**src/sv/assert_macros.svh**
```systemverilog
`ifndef ASSERT_MACROS_SVH
`define ASSERT_MACROS_SVH

// Checks sampled on clk, switched off while rst is high.
`define HHT_ASSERT_IMP(name, ante, cons) \
  name: assert property (@(posedge clk) disable iff (rst) (ante) |-> (cons)) \
    else $error("implication check failed");

`define HHT_ASSERT_NEXT(name, ante, cons) \
  name: assert property (@(posedge clk) disable iff (rst) (ante) |=> (cons)) \
    else $error("next-cycle check failed");

`endif

```
**src/sv/hht_pkg.sv**
```systemverilog
`default_nettype none

package hht_pkg;

  localparam int DEPTH_DEF = 1024;
  localparam int NBHD_DEF  = 8;

  localparam int KEY_W   = 32;
  localparam int VAL_W   = 32;
  localparam int HOME_W  = 10;
  localparam int USED_W  = 11;
  localparam int CODE_W  = 2;
  localparam int APB_AW  = 3;
  localparam int APB_DW  = 32;

  localparam logic [USED_W-1:0] USED_SIZE_RST = 11'd1024;
  localparam logic              REG_USED_SIZE = 1'b0;

  localparam logic [CODE_W-1:0] CODE_DONE = 2'd0;
  localparam logic [CODE_W-1:0] CODE_MISS = 2'd1;
  localparam logic [CODE_W-1:0] CODE_FULL = 2'd2;

  typedef enum logic [4:0] {
    OP_NONE,
    OP_CLEAR,
    OP_LOAD,
    OP_RD_HOME,
    OP_CAP_HOME,
    OP_RD_LK,
    OP_LK_NEXT,
    OP_RD_FREE,
    OP_FREE_NEXT,
    OP_RD_CAND,
    OP_CAP_CAND,
    OP_I_DEC,
    OP_RD_FROM,
    OP_CAP_FROM,
    OP_W_FREE,
    OP_W_FROM,
    OP_W_CAND,
    OP_W_INS,
    OP_W_HOME,
    OP_EMIT_HIT,
    OP_EMIT_PLACED,
    OP_EMIT_MISS,
    OP_EMIT_FULL
  } hht_op_t;

  typedef struct packed {
    logic clr_last;
    logic home_ok;
    logic lk_end;
    logic lk_cand;
    logic lk_hit;
    logic scan_ok;
    logic free_occ;
    logic near;
    logic j_found;
    logic i_last;
    logic out_free;
  } hht_st_t;

endpackage

`default_nettype wire

```
**src/sv/hht_ctrl.sv**
```systemverilog
`default_nettype none

module hht_ctrl (
  input  wire logic            clk,
  input  wire logic            rst,
  input  wire logic            in_valid,
  input  wire logic            in_insert,
  input  wire hht_pkg::hht_st_t st,
  output hht_pkg::hht_op_t     op,
  output logic                 in_ready
);
  import hht_pkg::*;

  typedef enum logic [20:0] {
    S_CLEAR    = 21'h000001,
    S_IDLE     = 21'h000002,
    S_LK_HOME  = 21'h000004,
    S_LK_CAP   = 21'h000008,
    S_LK_ISSUE = 21'h000010,
    S_LK_CHK   = 21'h000020,
    S_SCAN     = 21'h000040,
    S_SCAN_CHK = 21'h000080,
    S_DISP     = 21'h000100,
    S_CAND_CAP = 21'h000200,
    S_FROM_RD  = 21'h000400,
    S_FROM_CAP = 21'h000800,
    S_FREE_RD  = 21'h001000,
    S_W_FREE   = 21'h002000,
    S_W_FROM   = 21'h004000,
    S_W_CAND   = 21'h008000,
    S_FIN_RD   = 21'h010000,
    S_W_INS    = 21'h020000,
    S_HOME_RD  = 21'h040000,
    S_W_HOME   = 21'h080000,
    S_EMIT     = 21'h100000
  } state_t;

  state_t  state, state_next;
  hht_op_t emit_op, emit_op_next;

  always_ff @(posedge clk) begin
    if (rst) begin
      state   <= S_CLEAR;
      emit_op <= OP_EMIT_MISS;
    end else begin
      state   <= state_next;
      emit_op <= emit_op_next;
    end
  end

  always_comb begin
    state_next   = state;
    emit_op_next = emit_op;
    op           = OP_NONE;
    in_ready     = 1'b0;
    unique case (state)
      S_CLEAR: begin
        op = OP_CLEAR;
        if (st.clr_last) state_next = S_IDLE;
      end
      S_IDLE: begin
        in_ready = 1'b1;
        if (in_valid) begin
          op         = OP_LOAD;
          state_next = in_insert ? S_SCAN : S_LK_HOME;
        end
      end
      S_LK_HOME: begin
        if (!st.home_ok) begin
          emit_op_next = OP_EMIT_MISS;
          state_next   = S_EMIT;
        end else begin
          op         = OP_RD_HOME;
          state_next = S_LK_CAP;
        end
      end
      S_LK_CAP: begin
        op         = OP_CAP_HOME;
        state_next = S_LK_ISSUE;
      end
      S_LK_ISSUE: begin
        if (st.lk_end) begin
          emit_op_next = OP_EMIT_MISS;
          state_next   = S_EMIT;
        end else if (st.lk_cand) begin
          op         = OP_RD_LK;
          state_next = S_LK_CHK;
        end else begin
          op = OP_LK_NEXT;
        end
      end
      S_LK_CHK: begin
        if (st.lk_hit) begin
          emit_op_next = OP_EMIT_HIT;
          state_next   = S_EMIT;
        end else begin
          op         = OP_LK_NEXT;
          state_next = S_LK_ISSUE;
        end
      end
      S_SCAN: begin
        if (!st.scan_ok) begin
          emit_op_next = OP_EMIT_FULL;
          state_next   = S_EMIT;
        end else begin
          op         = OP_RD_FREE;
          state_next = S_SCAN_CHK;
        end
      end
      S_SCAN_CHK: begin
        if (st.free_occ) begin
          op         = OP_FREE_NEXT;
          state_next = S_SCAN;
        end else begin
          state_next = S_DISP;
        end
      end
      S_DISP: begin
        if (st.near) begin
          state_next = S_FIN_RD;
        end else begin
          op         = OP_RD_CAND;
          state_next = S_CAND_CAP;
        end
      end
      S_CAND_CAP: begin
        if (st.j_found) begin
          op         = OP_CAP_CAND;
          state_next = S_FROM_RD;
        end else if (st.i_last) begin
          emit_op_next = OP_EMIT_FULL;
          state_next   = S_EMIT;
        end else begin
          op         = OP_I_DEC;
          state_next = S_DISP;
        end
      end
      S_FROM_RD: begin
        op         = OP_RD_FROM;
        state_next = S_FROM_CAP;
      end
      S_FROM_CAP: begin
        op         = OP_CAP_FROM;
        state_next = S_FREE_RD;
      end
      S_FREE_RD: begin
        op         = OP_RD_FREE;
        state_next = S_W_FREE;
      end
      S_W_FREE: begin
        op         = OP_W_FREE;
        state_next = S_W_FROM;
      end
      S_W_FROM: begin
        op         = OP_W_FROM;
        state_next = S_W_CAND;
      end
      S_W_CAND: begin
        op         = OP_W_CAND;
        state_next = S_DISP;
      end
      S_FIN_RD: begin
        op         = OP_RD_FREE;
        state_next = S_W_INS;
      end
      S_W_INS: begin
        op         = OP_W_INS;
        state_next = S_HOME_RD;
      end
      S_HOME_RD: begin
        op         = OP_RD_HOME;
        state_next = S_W_HOME;
      end
      S_W_HOME: begin
        op           = OP_W_HOME;
        emit_op_next = OP_EMIT_PLACED;
        state_next   = S_EMIT;
      end
      S_EMIT: begin
        if (st.out_free) begin
          op         = emit_op;
          state_next = S_IDLE;
        end
      end
      default: state_next = S_CLEAR;
    endcase
  end

endmodule

`default_nettype wire

```
**config.mk**
```make
export PLATFORM = sky130hd
export DESIGN_NAME = hht_ctrl
export DESIGN_NICKNAME = d
export VERILOG_FILES = /design/src/sv/assert_macros.svh /design/src/sv/hht_pkg.sv /design/src/sv/hht_ctrl.sv
export SDC_FILE = /design/constraint.sdc
export NUM_CORES = 1
export LEC_CHECK = 0
export BUFFER_PORTS_ARGS = -buffer_cell sky130_fd_sc_hd__buf_2
export CAP_MARGIN = 20
export CORE_MARGIN = 5
export CORE_UTILIZATION = 50
export CTS_BUF_LIST = sky130_fd_sc_hd__clkbuf_4 sky130_fd_sc_hd__clkbuf_8
export DETAILED_ROUTE_END_ITERATION = 12
export PLACE_DENSITY = 0.7
export SLEW_MARGIN = 20
export SYNTH_ARGS = -nofsm -noshare
export SYNTH_HDL_FRONTEND = slang
export SYNTH_SLANG_ARGS = --single-unit
```
**constraint.sdc**
```tcl
create_clock -name clk -period 4.2 [get_ports clk]
set_clock_uncertainty 0.1 [all_clocks]
set_input_delay 0.84 -clock clk [delete_from_list [all_inputs] [get_ports clk]]
set_output_delay 0.84 -clock clk [all_outputs]
set_load 0.02 [all_outputs]
```
==> out/qor.csv <==
metric,value,unit
setup_viol,0,
routedWlPerCell,18.3,microns
status,completed,
hold_viol,0,
post_cts_buffers,0,
syn_inst,210,
min_period,3.67,ns
cts_resized,0,
max_freq,273,MHz
cts_buffers,3,
rsz0062_at_grt,false,
grt_pass1_wl,7760,microns
htreeDepth,1,
cts_tree,yes,
ys_warn_count,0,
hpwl,3790,microns
cp_max_fo,8,
core-area,0.00334,sq mm
initial_core_util,51.8,%
via_count,1746,
synth_top_area_share,27.8,%
leakage,0.628,nW
powerDensity,262,mW/mm^2
syn2layout_area_growth,6.30,%
globalRouteOverflowTotal,0,
drt_iter0_drc,146,
portBuffers,20,
diodes,0,
antenna_found_initial,0,
synth_fp_nets,225,
yosys.area.top_type,dfxtp_1,
final.fill_count,332,
finalNetCount,238,
startpoint_type,register,
cts.clk_slew.worst_paths,0.14,ns
via_per_inst,6.51,
drc,0,
grt_pass1_vias,1540,
cpMaxStageDelayCell,nor4_1,
critical_path_required,3.26,ns
ys_types,53,
cts_max_path_buffers,2,
synth-seq-cells,24,
async_flop_share,0,%
fin_crit_sh,87.3,%
worstSetupEndpointType,output port,
ant_nets,0,
post-route-util,55.0,%
cpPeakStageDelay,0.67,ns
cts_num_sinks,24,
crit_chain,nor4_1 > nand2_1 > nor3_1 > and4b_1 > a221o_1 > buf_2,
crit_type,register to output port,
ys.flop_type,dfxtp_1,
clock_latency,0.32,ns
grt_usage,22.3,%
tns,0,ns
die_area,0.00473,sq mm
dr.pass1.iters,5,
max-vdd-ir-drop,0.000139,V
synth_edf_count,0,
final_max_slew_viol_count,0,
cp.arrival,2.73,ns
place_area,0.00180,sq mm
syn_area_per_cell,8.23,sq um
synth.yosys.seq_area_share,27.8,%
worstHoldPathType,register to register,
die_y,68.8,microns
root_buffer,clkbuf_4,
relSlewSlack,51.3,%
gp_congestion,0.976,
tightest_slew,0.724,ns
design_area,0.00184,sq mm
cts_hold_repair.buffers,0,
grt_max_degree,14,
cap_violations,0,
drive_gt1_share,18.9,%
synth_area_leaders,"dfxtp_1 (28%), nor4_1 (4.7%), nor2_1 (4.6%)",
syn_area,0.00173,sq mm
postRouteWirelength,4900,microns
io_pins,21,
chipWidth,68.8,microns
rows,21,
-- flip-flops by register name, summed over array words and instances (netlist names) --
signal   flops
state       21
emit_op      3
-- power by group --
group / leakage (nW) / switching, W / internal [W] / total (W)
combinational: 0.413 / 0.0000767 / 0.0000383 / 0.000115
clock: 0.0210 / 0.0000742 / 0.0000530 / 0.000127
sequential: 0.194 / 0.00000639 / 0.000232 / 0.000239
-- cells in the mapped netlist, types with 5 or more instances --
cell type,n
nand3_1,11
nor4_1,13
nand4_1,9
nor3b_1,5
buf_2,5
nand2b_1,9
nor3_1,13
nor4b_1,7
nand2_1,15
nor2_1,21
dfxtp_1,24
buf_6,5
-- metrics by stage --
stage,total power (W),hold slack (ns),std cells,setup slack [ns]
4_1_cts,0.000481,0.394,268,0.580
2_1_floorplan,0.000320,0.336,210,1.21
3_3_place_gp,0.000358,0.353,264,0.908
6_report,0.000481,0.390,268,0.534
5_1_grt,0.000507,0.431,268,0.372
3_5_place_dp,0.000355,0.361,264,0.978
-- critical path: cells and delay by family (launching register included) --
family                 cells  cell delay, ns
DFF                        1            0.41
AOI/OAI and AO/OA          1            0.21
buffers and inverters      1            0.17
and+or+nand+nor            4            1.61
-- final timing paths --
kind	startpoint	endpoint	slack, ns	cells past startpoint
min	emit_op[0]	emit_op[0]	0.39	1
max reg2reg	state[5]	state[17]	1.35	6
max	state[13]	op[3]	0.53	6
min reg2reg	emit_op[0]	emit_op[0]	0.39	1
-- logic make-up (layout without fill, tap and decap cells) --
| logic type | after synthesis | in the layout | share of synthesized area, % |
|---|---|---|---|
| AO/OA/AOI/OAI | 28 | 28 | 13.5 |
| XOR/XNOR | 4 | 4 | 2.03 |
| adder cells (fa/ha/maj) | 1 | 1 | 0.579 |
| buffers and inverters | 17 | 29 | 6.23 |
| flip-flops | 24 | 24 | 27.8 |
| multiplexers | 3 | 3 | 1.74 |
| AND/OR/NAND/NOR | 133 | 133 | 48.1 |
-- routing by layer --
layer  track usage (%)  wire length (microns)
met1              32.1                   2130
met2              32.5                   2150
met3              3.73                    516
met4              9.25                    101
met5                 0                      0
-- layout by cell type (no fill, tap or decap), types with 4 or more instances in the layout --
cell	instances
nor3_1	13
nor3b_1	5
dfxtp_1	24
nor4b_1	7
nand2b_1	9
xnor2_1	4
inv_1	4
buf_2	20
or4_4	4
a21oi_1	4
nor2_1	21
nand2_1	15
nand4_1	9
nor4_1	13
nand3_1	11
or3_1	4
-- area by class of cell --
cell class / count / area [sq um] / share of cell area, %
clock buffers: 4 / 36.3 / 1.98
inverters: 4 / 15.0 / 0.817
multi-input cells: 169 / 1140 / 62.1
flip-flops and latches: 24 / 480 / 26.2
well taps: 46 / 57.6 / 3.13
repair buffers: 21 / 108 / 5.86
Power figures use the tool's default switching activity.
